<file path="src/rtl/tia_pkg.sv">
`timescale 1ns / 1ps
package tia_pkg;

	// Fixed width of the index and corner ports
	localparam int unsigned VERTEX_BITS = 32;

	// Defaults for the top-level parameters
	localparam int unsigned INDEX_BITS_DEFAULT  = 32;
	localparam int unsigned QUEUE_DEPTH_DEFAULT = 4;

	// Configuration register file: two one-bit registers
	localparam int unsigned CFG_DATA_BITS = 1;
	typedef logic [0:0] cfg_index_t;
	localparam cfg_index_t REG_LIST_MODE  = 1'b0;
	localparam cfg_index_t REG_OFFSET_ODD = 1'b1;

	// Queue status seen by the front and the back
	typedef struct packed {
		logic full;
		logic not_empty;
	} q_status_t;

endpackage

</file>
<file path="src/rtl/triangle_index_assembler_top.sv">
`timescale 1ns / 1ps
// An item that completes a triangle enters the queue at the accepting edge, then moves into
// the output register once that register is free; it is popped from there.
// Throughput: one item per cycle unless the queue is full; the front history update and the
// back output register each take one item a cycle; the QUEUE_DEPTH queue absorbs result stalls.
// Reset: arst_n clears history, configuration (strip mode, even offset), queue and output valid.
// Memory contents need no reset; nothing is read before it is written.
module triangle_index_assembler_top #(
	parameter int unsigned INDEX_BITS  = tia_pkg::INDEX_BITS_DEFAULT,
	parameter int unsigned QUEUE_DEPTH = tia_pkg::QUEUE_DEPTH_DEFAULT
) (
	input  logic                                  clk,
	input  logic                                  arst_n,
	input  logic                                  cfg_wr_en,
	input  tia_pkg::cfg_index_t                   cfg_index,
	input  logic [tia_pkg::CFG_DATA_BITS-1:0]     cfg_data,
	input  logic                                  push,
	output logic                                  full,
	input  logic [tia_pkg::VERTEX_BITS-1:0]       vertex_index,
	input  logic                                  restart,
	output logic                                  empty,
	input  logic                                  pop,
	output logic [tia_pkg::VERTEX_BITS-1:0]       corner_a,
	output logic [tia_pkg::VERTEX_BITS-1:0]       corner_b,
	output logic [tia_pkg::VERTEX_BITS-1:0]       corner_c
);
	import tia_pkg::*;

	localparam int unsigned TRI_BITS = 3 * INDEX_BITS;

	q_status_t            q_status;
	logic                 tri_push;
	logic [TRI_BITS-1:0]  tri_data;
	logic                 q_pop;
	logic [TRI_BITS-1:0]  q_data;

	// Front: hold the last two indices, count the partition, apply strip winding
	// and push each completed triangle, degenerate or not, into the queue.
	tia_front #(
		.INDEX_BITS (INDEX_BITS)
	) u_front (
		.clk          (clk),
		.arst_n       (arst_n),
		.cfg_wr_en    (cfg_wr_en),
		.cfg_index    (cfg_index),
		.cfg_data     (cfg_data),
		.push         (push),
		.vertex_index (vertex_index),
		.restart      (restart),
		.q_status     (q_status),
		.tri_push     (tri_push),
		.tri_data     (tri_data)
	);

	// Queue: decouple the front from result-side stalls; full backs up to the input.
	tia_queue #(
		.WIDTH (TRI_BITS),
		.DEPTH (QUEUE_DEPTH)
	) u_queue (
		.clk     (clk),
		.arst_n  (arst_n),
		.wr_en   (tri_push),
		.wr_data (tri_data),
		.rd_en   (q_pop),
		.rd_data (q_data),
		.status  (q_status)
	);

	// Back: drop degenerate triangles and hold the next one in the output register
	// until it is popped; advance from the queue whenever that register frees up.
	tia_back #(
		.INDEX_BITS (INDEX_BITS)
	) u_back (
		.clk      (clk),
		.arst_n   (arst_n),
		.q_status (q_status),
		.q_data   (q_data),
		.q_pop    (q_pop),
		.pop      (pop),
		.empty    (empty),
		.corner_a (corner_a),
		.corner_b (corner_b),
		.corner_c (corner_c)
	);

	// Input item stalls only while the queue is full.
	assign full = q_status.full;

endmodule

</file>
<file path="src/rtl/tia_front.sv">
`timescale 1ns / 1ps
module tia_front #(
	parameter int unsigned INDEX_BITS = 32
) (
	input  logic                          clk,
	input  logic                          arst_n,
	input  logic                          cfg_wr_en,
	input  tia_pkg::cfg_index_t           cfg_index,
	input  logic [tia_pkg::CFG_DATA_BITS-1:0] cfg_data,
	input  logic                          push,
	input  logic [tia_pkg::VERTEX_BITS-1:0] vertex_index,
	input  logic                          restart,
	input  tia_pkg::q_status_t            q_status,
	output logic                          tri_push,
	output logic [3*INDEX_BITS-1:0]       tri_data
);
	import tia_pkg::*;

	logic                  list_mode_q;
	logic                  offset_odd_q;
	logic [INDEX_BITS-1:0] older_q;
	logic [INDEX_BITS-1:0] newer_q;
	logic [1:0]            seen_q;
	logic                  parity_q;

	logic                  accept;
	logic [INDEX_BITS-1:0] cur;
	logic [1:0]            seen_eff;
	logic                  parity_eff;
	logic                  have;
	logic                  swap;
	logic [1:0]            seen_next;
	logic [INDEX_BITS-1:0] corner_b_c;
	logic [INDEX_BITS-1:0] corner_c_c;

	// Configuration writes
	always_ff @(posedge clk or negedge arst_n) begin
		if (!arst_n) begin
			list_mode_q  <= 1'b0;
			offset_odd_q <= 1'b0;
		end else if (cfg_wr_en) begin
			unique case (cfg_index)
				REG_LIST_MODE:  list_mode_q  <= cfg_data[0];
				REG_OFFSET_ODD: offset_odd_q <= cfg_data[0];
			endcase
		end
	end

	assign accept     = push && !q_status.full;
	assign cur        = vertex_index[INDEX_BITS-1:0];
	assign seen_eff   = restart ? 2'd0 : seen_q;
	assign parity_eff = restart ? 1'b0 : parity_q;
	assign have       = seen_eff[1];
	assign swap       = !list_mode_q && (parity_eff ^ offset_odd_q);

	always_comb begin
		if (!have)
			seen_next = seen_eff + 2'd1;
		else if (list_mode_q)
			seen_next = 2'd0;
		else
			seen_next = seen_eff;
	end

	assign corner_b_c = swap ? cur : newer_q;
	assign corner_c_c = swap ? newer_q : cur;
	assign tri_push   = accept && have;
	assign tri_data   = {older_q, corner_b_c, corner_c_c};

	always_ff @(posedge clk or negedge arst_n) begin
		if (!arst_n) begin
			seen_q   <= 2'd0;
			parity_q <= 1'b0;
		end else if (accept) begin
			seen_q   <= seen_next;
			parity_q <= !parity_eff;
		end
	end

	// History indices, reset to zero as the partition history
	always_ff @(posedge clk or negedge arst_n) begin
		if (!arst_n) begin
			older_q <= '0;
			newer_q <= '0;
		end else if (accept) begin
			older_q <= newer_q;
			newer_q <= cur;
		end
	end

	a_seen_range: assert property (@(posedge clk) disable iff (!arst_n)
		seen_q != 2'd3)
		else $error("history count out of range");

endmodule

</file>
<file path="src/rtl/tia_queue.sv">
`timescale 1ns / 1ps
module tia_queue #(
	parameter int unsigned WIDTH = 96,
	parameter int unsigned DEPTH = 4
) (
	input  logic               clk,
	input  logic               arst_n,
	input  logic               wr_en,
	input  logic [WIDTH-1:0]   wr_data,
	input  logic               rd_en,
	output logic [WIDTH-1:0]   rd_data,
	output tia_pkg::q_status_t status
);
	import tia_pkg::*;

	localparam int unsigned PTR_BITS = (DEPTH > 1) ? $clog2(DEPTH) : 1;
	localparam int unsigned CNT_BITS = $clog2(DEPTH + 1);
	localparam logic [PTR_BITS-1:0] LAST_PTR = PTR_BITS'(DEPTH - 1);
	localparam logic [CNT_BITS-1:0] FULL_CNT = CNT_BITS'(DEPTH);

	logic [WIDTH-1:0]    slot_q [DEPTH];
	logic [PTR_BITS-1:0] wr_ptr_q;
	logic [PTR_BITS-1:0] rd_ptr_q;
	logic [CNT_BITS-1:0] count_q;
	logic                do_wr;
	logic                do_rd;

	assign status.full      = (count_q == FULL_CNT);
	assign status.not_empty = (count_q != '0);
	assign do_wr   = wr_en && !status.full;
	assign do_rd   = rd_en && status.not_empty;
	assign rd_data = slot_q[rd_ptr_q];

	always_ff @(posedge clk) begin
		if (do_wr)
			slot_q[wr_ptr_q] <= wr_data;
	end

	always_ff @(posedge clk or negedge arst_n) begin
		if (!arst_n) begin
			wr_ptr_q <= '0;
			rd_ptr_q <= '0;
			count_q  <= '0;
		end else begin
			if (do_wr)
				wr_ptr_q <= (wr_ptr_q == LAST_PTR) ? '0 : wr_ptr_q + 1'b1;
			if (do_rd)
				rd_ptr_q <= (rd_ptr_q == LAST_PTR) ? '0 : rd_ptr_q + 1'b1;
			if (do_wr && !do_rd)
				count_q <= count_q + 1'b1;
			else if (do_rd && !do_wr)
				count_q <= count_q - 1'b1;
		end
	end

	a_count_bound: assert property (@(posedge clk) disable iff (!arst_n)
		count_q <= FULL_CNT)
		else $error("queue count beyond depth");

	a_count_grow: assert property (@(posedge clk) disable iff (!arst_n)
		(do_wr && !do_rd) |=> (count_q == $past(count_q) + 1'b1))
		else $error("queue count did not advance on write");

endmodule

</file>
<file path="src/rtl/tia_back.sv">
`timescale 1ns / 1ps
module tia_back #(
	parameter int unsigned INDEX_BITS = 32
) (
	input  logic                            clk,
	input  logic                            arst_n,
	input  tia_pkg::q_status_t              q_status,
	input  logic [3*INDEX_BITS-1:0]         q_data,
	output logic                            q_pop,
	input  logic                            pop,
	output logic                            empty,
	output logic [tia_pkg::VERTEX_BITS-1:0] corner_a,
	output logic [tia_pkg::VERTEX_BITS-1:0] corner_b,
	output logic [tia_pkg::VERTEX_BITS-1:0] corner_c
);
	import tia_pkg::*;

	logic [INDEX_BITS-1:0] a_c;
	logic [INDEX_BITS-1:0] b_c;
	logic [INDEX_BITS-1:0] c_c;
	logic                  keep;
	logic                  take;
	logic                  out_valid_q;
	logic [INDEX_BITS-1:0] a_q;
	logic [INDEX_BITS-1:0] b_q;
	logic [INDEX_BITS-1:0] c_q;

	assign {a_c, b_c, c_c} = q_data;
	// drop triangles with two equal corners
	assign keep  = (a_c != b_c) && (a_c != c_c) && (b_c != c_c);
	assign take  = !out_valid_q || pop;
	assign q_pop = q_status.not_empty && take;

	always_ff @(posedge clk or negedge arst_n) begin
		if (!arst_n)
			out_valid_q <= 1'b0;
		else if (take)
			out_valid_q <= q_pop && keep;
	end

	always_ff @(posedge clk) begin
		if (q_pop && keep) begin
			a_q <= a_c;
			b_q <= b_c;
			c_q <= c_c;
		end
	end

	assign empty    = !out_valid_q;
	assign corner_a = VERTEX_BITS'(a_q);
	assign corner_b = VERTEX_BITS'(b_q);
	assign corner_c = VERTEX_BITS'(c_q);

	a_no_degenerate: assert property (@(posedge clk) disable iff (!arst_n)
		out_valid_q |-> (a_q != b_q && a_q != c_q && b_q != c_q))
		else $error("degenerate triangle offered");

endmodule
</file>
<file path="config.mk">
export PLATFORM = sky130hd
export DESIGN_NAME = triangle_index_assembler_top
export DESIGN_NICKNAME = d
export VERILOG_FILES = /design/src/rtl/tia_pkg.sv /design/src/rtl/triangle_index_assembler_top.sv /design/src/rtl/tia_front.sv /design/src/rtl/tia_queue.sv /design/src/rtl/tia_back.sv
export SDC_FILE = /design/constraint.sdc
export NUM_CORES = 1
export LEC_CHECK = 0
export ABC_AREA = 1
export BUFFER_PORTS_ARGS = -buffer_cell sky130_fd_sc_hd__buf_4
export CORE_MARGIN = 2
export CORE_UTILIZATION = 60
export DETAILED_ROUTE_END_ITERATION = 12
export HOLD_SLACK_MARGIN = 0.06
export PLACE_DENSITY = 0.86
export SLEW_MARGIN = 30
export SYNTH_ARGS = -nofsm -noshare
export SYNTH_HDL_FRONTEND = slang
export SYNTH_HIERARCHICAL = 1
export SYNTH_SLANG_ARGS = --single-unit
</file>
<file path="constraint.sdc">
create_clock -name clk -period 10 [get_ports clk]
set_clock_uncertainty 0.15 [all_clocks]
set_input_delay 2 -clock clk [delete_from_list [all_inputs] [get_ports clk]]
set_output_delay 2 -clock clk [all_outputs]
set_load 0.01 [all_outputs]
</file>
**Word-level counts from Yosys, hierarchy flattened**

Memories as Yosys holds them, arrays and structs flattened.
Index checks and enable logic that the tools add are counted.

- Add/sub/neg operators: 5
- Eq/ne operators: 6
- Mux-type cells: 12
- Bitwise logic cells: 2
- Reduce and logical (&&, ||, !) cells: 22

Operators by type and width:

| operator | number |
|---|---|
| inequality test 32 bit | 3 |
| two-way mux 32 bit | 2 |
| logical AND 1 bit | 11 |
| two-way mux 2 bit | 5 |
| adder 2 x 1 -> 2 bit (second input constant) | 3 |
| zero test 1 bit | 6 |
| two-way mux 3 bit | 2 |
| == test 2 bit (second input constant) | 2 |
| AND reduction 2 bit | 2 |
| adder 3 x 1 -> 3 bit (second input constant) | 1 |
| == test 3 bit (second input constant) | 1 |
| two-way mux 1 bit | 3 |
| nonzero test 3 bit | 1 |
| subtractor 3 x 1 -> 3 bit (second input constant) | 1 |
| nonzero test 2 bit | 1 |
| logical OR 1 bit | 1 |
| inverter 1 bit | 1 |
| XOR 1 bit | 1 |

- Register bits: 173
- Bits in writable memories: 384
- Input bits: 40
- Output and inout port bits: 98
- Logic and storage cells: 61
- Memories kept: 1

Memories:

| name | depth | width | rd ports | clocked after memory_dff | write ports | RTL line | text |
|---|---|---|---|---|---|---|---|
| u_queue.slot_q | 4 | 96 | 1 | 0 | 1 | tia_queue.sv:21 | `logic [WIDTH-1:0] slot_q [DEPTH];` |

**Depth between registers and ports, before layout**

Gate-level depths: netlist of the first run.

- Depth in word-level cells: 9
- Gate-level depth with buffers: 17
- Mapped depth without buffers: 16

**By module**

The synthesis of the first run kept the hierarchy.

By module, submodules not included:

| module | times used | cells an instance | area each (um^2) | seq. area each (um^2) |
|---|---|---|---|---|
| tia_queue | 1 | 1180 | 15775.1 | 11706.2 |
| tia_back | 1 | 520 | 4613.2 | 2907.8 |
| tia_front | 1 | 502 | 3758.6 | 1726.7 |

**Least setup slack after synthesis of the first run**

No wires, ideal clock.

- Path kind: input port to flip-flop
- Start point: input push
- End point: memory u_queue.slot_q[0][0], enable pin
- Setup time: 0.552 ns
- Data arrival time: 6.661 ns
- Data required time: 9.298 ns
- Path slack: 2.637 ns
- Cell stages on the path: 7
- Path buffers: 1
- Path through: inv_1 > nor2_4 > inv_2 > buf_4 > nor2_2 > nand2_1 > nor2_1

- Longest elaborated chain between the ends: 5

Ends and longest elaborated chain:

| item | RTL line | text |
|---|---|---|
| from (decl) | triangle_index_assembler_top.sv:17 | `input logic push,` |
| logical AND 1 bit | tia_front.sv:49 | `assign accept = push && !q_status.full;` |
| logical AND 1 bit | tia_front.sv:67 | `assign tri_push = accept && have;` |
| named net tri_push | triangle_index_assembler_top.sv:32 | `logic tri_push;` |
| logical AND 1 bit | tia_queue.sv:30 | `assign do_wr = wr_en && !status.full;` |
| two-way mux 1 bit | tia_queue.sv:35 | `if (do_wr)` |
| two-way mux 1 bit (not written as such) | tia_queue.sv:36 | `slot_q[wr_ptr_q] <= wr_data;` |
| to (decl) | tia_queue.sv:21 |  |

The timed path passes the listed nets, and every way through them passes these cells.

**Final worst setup path of the first run**

- Start point: register u_queue.rd_ptr_q[0]
- End point: register u_back.c_q[24], in the netlist u_back/corner_c[24], enable pin

- Longest elaborated chain between the ends: 5
- Elaborated cells between the ends (all ways): 7
- Those cells by class: 3 x eq/ne; 3 x reduce/logical; 1 x memory

Ends and longest elaborated chain:

| item | RTL line | text |
|---|---|---|
| from (decl) | tia_queue.sv:23 | `logic [PTR_BITS-1:0] rd_ptr_q;` |
| from (signal assigned) | tia_queue.sv:48 | `rd_ptr_q <= (rd_ptr_q == LAST_PTR) ? '0 : rd_ptr_q + 1'b1;` |
| memory (4 x 96 bit) * | n/a |  |
| named net q_data[52] | triangle_index_assembler_top.sv:35 | `logic [TRI_BITS-1:0] q_data;` |
| inequality test 32 bit | tia_back.sv:30 | `assign keep = (a_c != b_c) && (a_c != c_c) && (b_c != c_c);` |
| logical AND 1 bit | tia_back.sv:30 |  |
| logical AND 1 bit * | tia_back.sv:30 |  |
| logical AND 1 bit * | tia_back.sv:42 | `if (q_pop && keep) begin` |
| to (signal assigned) | tia_back.sv:45 | `c_q <= c_c;` |
| to (decl) | tia_back.sv:26 | `logic [INDEX_BITS-1:0] c_q;` |

The timed path passes the listed nets; every way through them passes the cells marked *.
A chain may end at the register's enable or synchronous reset.

==> results of run 1 <==
## through the flow
step | hold WS [ns] | instances | util | area, sq um
3_3_place_gp | 0.3250 | 2778 | 0.6335 | 25170
5_1_grt | 0.3814 | 2877 | 0.6768 | 26890
2_1_floorplan | 0.3128 | 2202 | - | 24150
6_report | 0.3560 | 2877 | 0.6768 | 26890
4_1_cts | 0.3581 | 2876 | 0.6763 | 26870
3_5_place_dp | 0.3462 | 2778 | 0.6338 | 25180
## cell type report
| class | count | area (sq um) |
|---|---|---|
| flip-flops and latches | 557 | 16350 |
| fillers | 2580 | 12840 |
| multi-input cells | 1221 | 5798 |
| clock buffers | 67 | 1429 |
| inverters | 319 | 1200 |
| repair buffers | 157 | 1199 |
| well taps | 525 | 656.9 |
| clock inverters | 31 | 261.5 |
## cells by family (layout without fill, tap and decap cells)
family                     Yosys count  after routing  share of synthesized area
and+or+nand+nor                    946            946                     0.1557
DFF                                557            557                     0.6767
buffers and inverters              424            574                    0.08441
AOI/OAI and AO/OA                  244            244                    0.07057
xor gates and xnor gates            24             24                   0.008705
adders and majority gates            7              7                   0.003938
## layout by cell type, fill, tap and decap left out, types with 2 or more instances in the layout
cell / Yosys / final
clkbuf_16: 0 / 53
a21oi_1: 3 / 3
inv_1: 312 / 311
edfxtp_1: 480 / 480
inv_2: 6 / 6
bufinv_16: 0 / 3
clkbuf_8: 0 / 5
nor2_4: 1 / 5
o211ai_1: 192 / 192
buf_4: 19 / 154
o21ai_1: 10 / 10
clkbuf_1: 11 / 9
nor2_1: 79 / 75
xor2_1: 23 / 23
nand4_1: 65 / 65
clkinv_2: 0 / 13
nand2_1: 788 / 788
a31oi_1: 2 / 2
dfrtp_4: 0 / 2
clkinvlp_4: 0 / 6
nand3_1: 8 / 8
clkinv_1: 1 / 5
o21ai_0: 37 / 37
buf_6: 45 / 2
inv_6: 0 / 2
ha_1: 6 / 6
clkinv_4: 0 / 2
dfrtp_1: 77 / 75
## metal layers
metal	part of all wire	wire length, um
met3	0.088	4879
met2	0.51	28250
met1	0.36	20020
met5	0	0
met4	0.046	2575
## sequential cells by signal (all words and copies together), names as in the netlist
name	flops
u_front/offset_odd_q	1
u_back/corner_a	32
u_back/out_valid_q	1
u_queue/rd_ptr_q	2
u_front/newer_q	32
u_front/list_mode_q	1
u_queue/slot_q	384
u_back/corner_c	32
u_front/parity_q	1
u_queue/wr_ptr_q	2
u_front/seen_q	2
u_back/corner_b	32
u_front/older_q	32
u_queue/count_q	3
## where the power goes
part           internal (W)  switching [W]
clock               0.00109       0.000844
sequential          0.00326       0.000304
combinational      0.000939        0.00213
## worst register-to-register path: stages (launching register included)
cell,delay (ns)
dfrtp_4,0.97
buf_4,0.71
buf_4,0.50
buf_12,0.31
nand2_1,0.13
o211ai_1,0.10
nand2_1,0.19
inv_1,0.14
nand2_1,0.09
nand2_1,0.09
nor2_1,0.04
nand2_1,0.11
nor2_1,0.07
nand2_1,0.07
nor2_1,0.05
nor2_1,0.14
nand2_1,0.13
inv_4,0.47
buf_4,0.66
## path summary, 6_finish.rpt
kind | slack, ns | depth (start not counted) | to | startpoint
worst max-delay path | 4.42 | 18 | u_back/corner_c[24] | u_queue/rd_ptr_q[0]
worst min-delay path | 0.36 | 0 | u_queue/slot_q[2][84] | u_front/older_q[20]
worst max register to register | 4.42 | 18 | u_back/corner_c[24] | u_queue/rd_ptr_q[0]
worst min register to register | 0.36 | 0 | u_queue/slot_q[2][84] | u_front/older_q[20]
max in group asynchronous | 7.33 | 2 | u_queue/rd_ptr_q[1] | arst_n
min in group asynchronous | 1.20 | 1 | u_front/newer_q[30] | arst_n
==> qor_table.md, run 1 <==
| Item | Value | Unit |
| --- | --- | --- |
| Result of the run | completed | - |
| Effective utilization at floorplan | 0.6077 | - |
| Ranking of synthesized cells by area | edfxtp_1, nand2_1, dfrtp_1 | - |
| Worst Path Class, Setup | register to register | - |
| Time the final worst path needs with I/O delays and setup | 5.585 | ns |
| Global-route congestion overflow total | 0 | - |
| Total global routing track utilization | 0.2662 | - |
| Width of the chip | 204.6 | um |
| Antenna violation net count after detailed routing | 0 | - |
| WL per Instance | 19.37 | um |
| Met3 capacity usage during global routing | 0.04375 | - |
| Pre-antenna DRT Iters | 7 | - |
| Synthesis Warnings | 6 | - |
| Proportion of netlist area held by the largest area contributor | 0.5969 | - |
| Global-route met2 utilization | 0.4566 | - |
| Met1 capacity usage during global routing | 0.3236 | - |
| Final Worst Setup Slack | 4.415 | ns |
| Diodes inserted | 0 | - |
| Hold WC Path Type | register to register | - |
| Highest net fanout along the worst path | 83 | - |
| Clock-pin slew of the registers on the worst-case setup and hold paths | 0.07 | ns |
| Leakage power summed over all cells | 11.44 | nW |
| Number of clock sinks | 557 | - |
| Avg Inst Size Synth | 10.97 | sq um |
| DRC violations left | 0 | - |
| Critical Path Source Type | register | - |
| Clock buffer depth | 3 | - |
| Most repeated cell in the gate-level netlist after synthesis | nand2_1 | - |
| Per-cell via count in the routed design | 5.752 | - |
| Core outline area | 39730 | sq um |
| Number of synthesized register bits | 557 | - |
| Total power per unit cell area | 318.7 | nW/um^2 |
| Total power | 0.008570 | W |
| Number of slew-limit violations in the final report | 0 | - |
| Syn Std Cell Area | 24150 | sq um |
| Critical-path cell list | buf_4, buf_4, buf_12, nand2_1, o211ai_1, nand2_1, inv_1, nand2_1, nand2_1, nor2_1, nand2_1, nor2_1, nand2_1, nor2_1, nor2_1, nand2_1, inv_4, buf_4 | - |
| Area added between synthesis and finish | 11.37 | % |
| Placement row count | 73 | - |
| CTS tree | yes | - |
| Max cap viols | 0 | - |
| Required time at the worst-slack endpoint | 10.04 | ns |
| Fraction of the yosys area taken by sequential cells | 0.6767 | - |
| Unrepaired setup endpoints after global routing | no | - |
| Total length of routed wires | 55730 | um |
| Full die area | 41870 | sq um |
| Worst setup slack before clock tree synthesis | 4.458 | ns |
| Number of vias after detailed routing | 16550 | - |
| Proportion of layout cells with a drive suffix above 1 | 0.1110 | - |
| Antenna violations before repair | 0 | - |
| Transition at the pin with the smallest max-transition slack | 0.9883 | ns |
| Number of DRC violations after detailed-routing iteration 0 | 2013 | - |
| Peak supply drop | 0.1875 | mV |
| Top cell by count, worst path | nand2_1 | - |
| Setup violations, final | 0 | - |
| Hold Fails Final Rpt | 0 | - |
| Total negative slack for setup checks | 0 | ns |
| GRT Max-Usage Layer | met2 | - |
| Share of the clock period used by the worst path | 0.5585 | - |
| Data arrival at the endpoint of the critical path | 5.63 | ns |
| Post-CTS setup buffer count | 0 | - |
| Tightest slew margin relative to the limit | 0.3412 | - |
| DIE HEIGHT | 204.6 | um |
| Number of flops mapped to enable cells by yosys | 480 | - |
| Instance count of the mapped netlist | 2202 | - |
| Clk Latency, worst-skew pair | 0.58 | ns |
| First-pass GRT wire length | 85280 | um |
| Leading register cell type out of synthesis | edfxtp_1 | - |
| Cell family with the largest share of critical-path delay | buffers and inverters | - |
| CTS root buffer | clkbuf_16 | - |
| Detail Placement HPWL | 31830 | um |
| Vias in the first global route | 16580 | - |
| Routability congestion estimate from global placement | 0.8189 | - |
| Category of the worst setup path capture point | register | - |
| Cts hold-fix bufs | 0 | - |
| Maximum number of pins on one net before global-route repair | 134 | - |
| Number of top-level pins | 138 | - |
| Final Net Count | 2355 | - |
| Cell types with the highest counts after synthesis | nand2_1, edfxtp_1, inv_1, o211ai_1, nor2_1 | - |
| Biggest area consumer among synthesized cells | edfxtp_1 | - |
| Standard cell with the maximum stage delay on the critical path | dfrtp_4 | - |
| Post-CTS resize count | 0 | - |
| Number of CTS-inserted buffers | 52 | - |
| Critical path buffer and inverter count | 6 | - |
| Distinct cell type count after synthesis | 28 | - |
| Maximum clock rate | 179.1 | MHz |
| Buffers on Ports | 137 | - |
| Syn nets | 2249 | - |
| Worst stage delay on the critical path | 0.97 | ns |
| H-tree Lvls | 2 | - |
| Async set-or-reset flop fraction in the synthesized netlist | 0.1382 | - |
(Power assumes the default switching activity.)
==> inputs of run 2 (changes only) <==
Settings changed: ABC_AREA 1 to 0, CORE_UTILIZATION 60 to 54, PLACE_DENSITY 0.86 to 0.82.
Clock period 10 ns to 4.8 ns, I/O delays scaled along.
==> qor_table.md, run 2 <==
| Item | Value | Unit | Delta |
| --- | --- | --- | --- |
| DIE HEIGHT | 204.3 | um | -0.15% |
| Share of the clock period used by the worst path | 0.8942 | - | +0.3357 |
| Standard cell with the maximum stage delay on the critical path | dfrtp_4 | - |  |
| Global-route congestion overflow total | 0 | - | unchanged |
| Number of slew-limit violations in the final report | 0 | - | unchanged |
| Worst stage delay on the critical path | 0.72 | ns | -0.25 ns |
| Antenna violation net count after detailed routing | 0 | - | unchanged |
| Post-CTS resize count | 0 | - | unchanged |
| Most frequent standard cell in the layout excluding fill and tap cells | edfxtp_1 | - |  |
| Number of CTS-inserted buffers | 53 | - | +1.9% |
| Critical Path Source Type | register | - |  |
| Highest net fanout along the worst path | 55 | - | -34% |
| Effective utilization at floorplan | 0.5465 | - | -0.06122 |
| First-pass GRT wire length | 72840 | um | -15% |
| Full die area | 41740 | sq um | -0.30% |
| Ranking of synthesized cells by area | edfxtp_1, mux4_2, dfrtp_1 | - |  |
| DRC violations left | 0 | - | unchanged |
| Unrepaired setup endpoints after global routing | no | - |  |
| Most repeated cell in the gate-level netlist after synthesis | edfxtp_1 | - |  |
| Time the final worst path needs with I/O delays and setup | 4.292 | ns | -1.293 ns |
| Maximum clock rate | 233.0 | MHz | +30% |
| Number of DRC violations after detailed-routing iteration 0 | 1195 | - | -41% |
| Proportion of layout cells with a drive suffix above 1 | 0.3086 | - | +0.1976 |
| CTS tree | yes | - |  |
| Internal | 0.01136 | W | +110% |
| Number of vias after detailed routing | 11290 | - | -32% |
| Final Net Count | 1363 | - | -42% |
| Clock-pin slew of the registers on the worst-case setup and hold paths | 0.06 | ns | about the same |
| Proportion of power drawn by the clock network | 0.257 | - | +0.031 |
| Async set-or-reset flop fraction in the synthesized netlist | 0.1382 | - | unchanged |
| Maximum number of pins on one net before global-route repair | 68 | - | -49% |
| Leading cell types in the layout, fill and taps excluded | edfxtp_1, nand2_1, buf_4 | - |  |
| Number of flops mapped to enable cells by yosys | 480 | - | unchanged |
| Cell types with the highest counts after synthesis | edfxtp_1, nand2_1, xor2_1, mux4_2, dfrtp_1 | - |  |
| Setup violations, final | 0 | - | unchanged |
| Routability congestion estimate from global placement | 0.8524 | - | +4.1% |
| Tightest slew margin relative to the limit | 0.3627 | - | +0.02155 |
| Leakage power summed over all cells | 9.163 | nW | -20% |
| Cell family with the largest share of critical-path delay | simple AND/OR/NAND/NOR gates | - |  |
| Sequential cell fraction of total power | 0.439 | - | +0.023 |
| Data arrival at the endpoint of the critical path | 4.39 | ns | -1.24 ns |
| Total negative slack for setup checks | 0 | ns | unchanged |
| Avg Inst Size Synth | 19.05 | sq um | +74% |
| Vias in the first global route | 11380 | - | -31% |
| Net Switching | 0.005454 | W | +66% |
| Syn Std Cell Area | 21660 | sq um | -10% |
| Syn nets | 1184 | - | -47% |
| Pre-antenna DRT Iters | 5 | - | -2 |
| Core outline area | 39640 | sq um | -0.23% |
| Post-CTS setup buffer count | 0 | - | unchanged |
| Hold Fails Final Rpt | 0 | - | unchanged |
| Antenna violations before repair | 1 | - | +1 |
| Combinational cell fraction of total power | 0.304 | - | -0.054 |
| Required time at the worst-slack endpoint | 4.90 | ns | -5.14 ns |
| Flip-flop count of the largest register, all copies and words added | 384 | - | unchanged |
| Register ranked first by flip-flop count | u_queue/slot_q | - |  |
| Fraction of the yosys area taken by sequential cells | 0.7543 | - | +0.07754 |
| Number of top-level pins | 138 | - | unchanged |
| Total power per unit cell area | 665.4 | nW/um^2 | +110% |
| Detail Placement HPWL | 30770 | um | -3.3% |
| Critical-path cell list | buf_4, mux4_2, xor2_1, nor4_1, nand4_1, o21ai_1, nor2_4, buf_4 | - |  |
| Clock buffer depth | 3 | - | unchanged |
| Category of the worst setup path capture point | register | - |  |
| Buffers on Ports | 137 | - | unchanged |
| Critical path buffer and inverter count | 2 | - | -4 |
| Proportion of netlist area held by the largest area contributor | 0.6653 | - | +0.06840 |
| Number of clock sinks | 557 | - | unchanged |
| Synthesis Warnings | 6 | - | unchanged |
| Transition at the pin with the smallest max-transition slack | 0.9559 | ns | -0.03233 ns |
| Hold WC Path Type | input pin to asynchronous set/reset pin | - |  |
| Result of the run | completed | - |  |
| Per-cell via count in the routed design | 5.981 | - | +4.0% |
| CTS root buffer | clkbuf_16 | - |  |
| Max cap viols | 0 | - | unchanged |
| Clk Latency, worst-skew pair | 0.60 | ns | +0.02 ns |
| WL per Instance | 26.11 | um | +35% |
| Cts hold-fix bufs | 0 | - | unchanged |
| H-tree Lvls | 2 | - | unchanged |
| Number of synthesized register bits | 557 | - | unchanged |
| Proportion of total power due to net switching | 0.3243 | - | -0.05827 |
| Biggest area consumer among synthesized cells | edfxtp_1 | - |  |
| Placement row count | 73 | - | unchanged |
| Total length of routed wires | 49270 | um | -12% |
| Area added between synthesis and finish | 16.66 | % |  |
| Final Worst Setup Slack | 0.5078 | ns | -3.907 ns |
| Width of the chip | 204.3 | um | -0.15% |
| Peak supply drop | 0.3390 | mV | +81% |
| Worst setup slack before clock tree synthesis | 0.5316 | ns | -3.926 ns |
| Leading register cell type out of synthesis | edfxtp_1 | - |  |
| Instance count of the mapped netlist | 1137 | - | -48% |
| Worst Path Class, Setup | register to register | - |  |
| Total global routing track utilization | 0.2411 | - | -0.02520 |
| Distinct cell type count after synthesis | 33 | - | +18% |
| Top cell by count, worst path | buf_4 | - |  |
==> run 2: cell types whose count changed in the layout (fill, tap and decap cells not counted), moves of 61 or more <==
cell and change:
nand2_1 -591, inv_1 -305, o211ai_1 -192, mux4_2 +96, xor2_1 +75, nor2_1 -70
mux2_2 +61
==> run 2: stage by stage <==
step | std cells | util | power [W] | hold WS, ns | instance area [sq um]
floorplan | 1137 | - | 0.01031 | 0.2953 | 21670
global placement | 1786 | 0.5911 | 0.01236 | 0.3139 | 23430
detailed placement | 1786 | 0.5911 | 0.01253 | 0.3219 | 23430
CTS | 1886 | 0.6373 | 0.01688 | 0.3360 | 25260
global route | 1886 | 0.6375 | 0.01746 | 0.2550 | 25270
finish | 1887 | 0.6376 | 0.01682 | 0.2266 | 25270
==> run 2: path summary, 6_finish.rpt <==
check                                     from  cells after the start                  end  slack (ns)
hold / removal                          arst_n                      1  u_front/newer_q[11]        0.23
setup / recovery           u_queue/rd_ptr_q[0]                      8  u_back/corner_a[19]        0.51
hold reg to reg               u_front/parity_q                      1     u_front/parity_q        0.33
min in group clk              u_front/parity_q                      1     u_front/parity_q        0.33
setup reg to reg           u_queue/rd_ptr_q[0]                      8  u_back/corner_a[19]        0.51
max in group asynchronous               arst_n                      2   u_front/newer_q[2]        3.44
==> run 2: layer usage <==
metal	wire length [um]	up-vias	part of all wire	GRT usage
met1	19320	5825	0.39	0.3420
met4	1077	0	0.022	0.06004
met5	0	-	0	0
met2	24090	647	0.49	0.3872
met3	4775	75	0.097	0.05150
li1	-	4740	-	-
==> run 2: area by class of cell <==
class                   instances  area [sq um]
flip-flops and latches        557         16350
fillers                      2635         14370
multi-input cells             531          5076
clock buffers                  67          1481
repair buffers                167          1336
well taps                     525         656.9
clock inverters                33         350.3
inverters                       6         22.52
diodes                          1         2.502
==> run 2: power groups by stage <==
stage | clock [W] | combinational [W] | sequential, W
6_report | 0.00432 | 0.00512 | 0.00738
5_1_grt | 0.00455 | 0.00544 | 0.00747
4_1_cts | 0.00436 | 0.00513 | 0.00739
3_5_place_dp | 0 | 0.00507 | 0.00746
3_3_place_gp | 0 | 0.00493 | 0.00743
2_1_floorplan | 0 | 0.00295 | 0.00735
==> run 2: kinds of logic (layout without fill, tap and decap cells) <==
family,Yosys count,after routing,share of synthesized area
fa+ha+maj,7,7,0.004389
flops,557,557,0.7543
compound gates,9,9,0.002253
simple gates,248,248,0.04840
buf+inv,49,273,0.01294
other cells,0,1,0
xor+xnor,99,99,0.04002
mux,168,168,0.1377
==> run 2: worst register-to-register path: cells and delay by family, from the launching register on <==
family                    cells  cell delay [ns]
and+or+nand+nor               3             0.95
buffers and inverters         2             0.91
DFF                           1             0.72
muxes                         1             0.64
AOI/OAI and AO/OA             1             0.31
xor gates and xnor gates      1             0.23
==> inputs of run 3 (changes only) <==
Settings changed: ABC_AREA 0 to 1, CORE_UTILIZATION 54 to 55, PLACE_DENSITY 0.82 to 0.78.
==> qor_table.md, run 3 (same netlist as run 1, synthesis figures left out) <==
| Item | Value | Unit | Delta |
| --- | --- | --- | --- |
| Result of the run | completed | - |  |
| Per-cell via count in the routed design | 5.503 | - | -8.0% |
| Critical Path Source Type | register | - |  |
| Most frequent standard cell in the layout excluding fill and tap cells | nand2_1 | - |  |
| Proportion of layout cells with a drive suffix above 1 | 0.1119 | - | -0.1967 |
| Detail Placement HPWL | 32780 | um | +6.5% |
| Standard cell with the maximum stage delay on the critical path | inv_4 | - |  |
| Effective utilization at floorplan | 0.5593 | - | +0.01280 |
| Post-CTS resize count | 0 | - | unchanged |
| Total power | 0.01819 | W | +8.2% |
| Data arrival at the endpoint of the critical path | 4.10 | ns | -0.29 ns |
| Total global routing track utilization | 0.2450 | - | +0.003926 |
| Worst stage delay on the critical path | 0.69 | ns | -0.03 ns |
| Worst Path Class, Setup | register to register | - |  |
| Final Net Count | 2361 | - | +73% |
| Share of the clock period used by the worst path | 0.8291 | - | -0.06507 |
| Vias in the first global route | 15700 | - | +38% |
| Hold WC Path Type | input pin to asynchronous set/reset pin | - |  |
| Antenna violations before repair | 0 | - | -1 |
| Number of DRC violations after detailed-routing iteration 0 | 1776 | - | +49% |
| Number of clock sinks | 557 | - | unchanged |
| Setup violations, final | 0 | - | unchanged |
| Total power per unit cell area | 666.6 | nW/um^2 | +0.18% |
| Highest net fanout along the worst path | 81 | - | +47% |
| Full die area | 45600 | sq um | +9.2% |
| Width of the chip | 213.5 | um | +4.5% |
| Number of CTS-inserted buffers | 53 | - | unchanged |
| Peak supply drop | 0.2928 | mV | -14% |
| Hold Fails Final Rpt | 0 | - | unchanged |
| Final Worst Setup Slack | 0.8201 | ns | +0.3123 ns |
| Worst setup slack before clock tree synthesis | 0.9196 | ns | +0.3880 ns |
| Critical-path cell list | buf_4, nand2_1, o211ai_1, nand2_1, inv_1, nand2_1, nand2_1, nor2_1, nand2_1, nor2_1, nand2_1, nor2_1, nor2_1, nand2_1, inv_4, buf_4 | - |  |
| Clk Latency, worst-skew pair | 0.60 | ns | about the same |
| Top cell by count, worst path | nand2_1 | - |  |
| Area added between synthesis and finish | 13.03 | % |  |
| Number of fillers in the final layout | 3239 | - | +23% |
| Placement row count | 76 | - | +4.1% |
| Number of vias after detailed routing | 16200 | - | +44% |
| WL per Instance | 18.78 | um | -28% |
| Pre-antenna DRT Iters | 5 | - | unchanged |
| Tightest slew margin relative to the limit | 0.3660 | - | +0.003322 |
| Flip-flop count of the largest register, all copies and words added | 384 | - | unchanged |
| Max cap viols | 0 | - | unchanged |
| First-pass GRT wire length | 84660 | um | +16% |
| Final hold slack | 0.2510 | ns | +0.02443 ns |
| Total length of routed wires | 55290 | um | +12% |
| Leakage power summed over all cells | 11.59 | nW | +26% |
| Number of slew-limit violations in the final report | 0 | - | unchanged |
| Antenna violation net count after detailed routing | 0 | - | unchanged |
| Diodes inserted | 0 | - | -1 |
| Core outline area | 43170 | sq um | +8.9% |
| Transition at the pin with the smallest max-transition slack | 0.9510 | ns | -0.004982 ns |
| CTS root buffer | clkbuf_16 | - |  |
| Global-route congestion overflow total | 0 | - | unchanged |
| Maximum number of pins on one net before global-route repair | 128 | - | +88% |
| Unrepaired setup endpoints after global routing | no | - |  |
| Time the final worst path needs with I/O delays and setup | 3.980 | ns | -0.3123 ns |
| DIE HEIGHT | 213.5 | um | +4.5% |
| Post-CTS setup buffer count | 0 | - | unchanged |
| Buffers on Ports | 137 | - | unchanged |
| H-tree Lvls | 2 | - | unchanged |
| CTS tree | yes | - |  |
| Routability congestion estimate from global placement | 0.8332 | - | -2.3% |
| Required time at the worst-slack endpoint | 4.92 | ns | +0.02 ns |
| Number of top-level pins | 138 | - | unchanged |
| Leading cell types in the layout, fill and taps excluded | nand2_1, edfxtp_1, inv_1 | - |  |
| DRC violations left | 0 | - | unchanged |
| Category of the worst setup path capture point | register | - |  |
| Clock buffer depth | 3 | - | unchanged |
| Cts hold-fix bufs | 0 | - | unchanged |
| Maximum clock rate | 251.3 | MHz | +7.8% |
| Clock-pin slew of the registers on the worst-case setup and hold paths | 0.06 | ns | about the same |
| Register ranked first by flip-flop count | u_queue/slot_q | - |  |
## run 3: cell count changes in the layout (fill, tap and decap cells not counted), moves of 59 or more
cell and delta:
xor2_1 -75, o211ai_1 +192, mux4_2 -96, inv_1 +305
nor2_1 +70, nand2_1 +591, mux2_2 -61, nand4_1 +59
## run 3: area by class of cell
class                           count  area, sq um  area share
Multi-Input combinational cell   1221         5798      0.2124
Sequential cell                   557        16350      0.5989
Inverter                          319         1200     0.04396
Clock buffer                       79         1546     0.05666
Tap cell                          585        732.0     0.02682
Clock inverter                     21        341.6     0.01252
Timing Repair Buffer              162         1329     0.04869
## run 3: layer usage
layer  track usage  share of wire  vias up
li1              -              -     7563
met1        0.3167           0.39     7807
met2        0.4184           0.50      718
met3       0.03925          0.087      113
met4       0.09507          0.029        0
met5             0              0        -
## run 3: worst max-delay path, delay by kind of cell, from the launching register on
family	cells	cell delay (ns)
simple gates	11	1.05
flops	1	0.45
compound gates	1	0.12
buf+inv	4	1.83
## run 3: stage by stage
stage / std cells / TNS (ns) / cell area, sq um / utilization
2_1_floorplan: 2202 / -584.88 / 24150 / -
3_3_place_gp: 2843 / 0 / 25380 / 0.5880
3_5_place_dp: 2843 / 0 / 25380 / 0.5880
4_1_cts: 2943 / 0 / 27270 / 0.6317
5_1_grt: 2944 / 0 / 27290 / 0.6322
6_report: 2944 / 0 / 27290 / 0.6322
## run 3: path summary, 6_finish.rpt
kind | endpoint | from | slack [ns] | depth (start not counted)
setup / recovery | u_back/corner_c[20] | u_queue/rd_ptr_q[0] | 0.82 | 16
hold / removal | u_front/offset_odd_q | arst_n | 0.25 | 1
setup reg to reg | u_back/corner_c[20] | u_queue/rd_ptr_q[0] | 0.82 | 16
hold reg to reg | u_queue/slot_q[0][73] | u_front/older_q[9] | 0.36 | 0
max in group asynchronous | u_front/older_q[22] | arst_n | 3.27 | 2
min in group clk | u_queue/slot_q[0][73] | u_front/older_q[9] | 0.36 | 0
## run 3: report_power, final
group,internal (W),leakage [nW],switching (W)
logic,0.00202,5.29,0.00435
registers,0.00680,5.38,0.000567
clock network,0.00271,0.919,0.00176
total,0.0115,11.6,0.00667
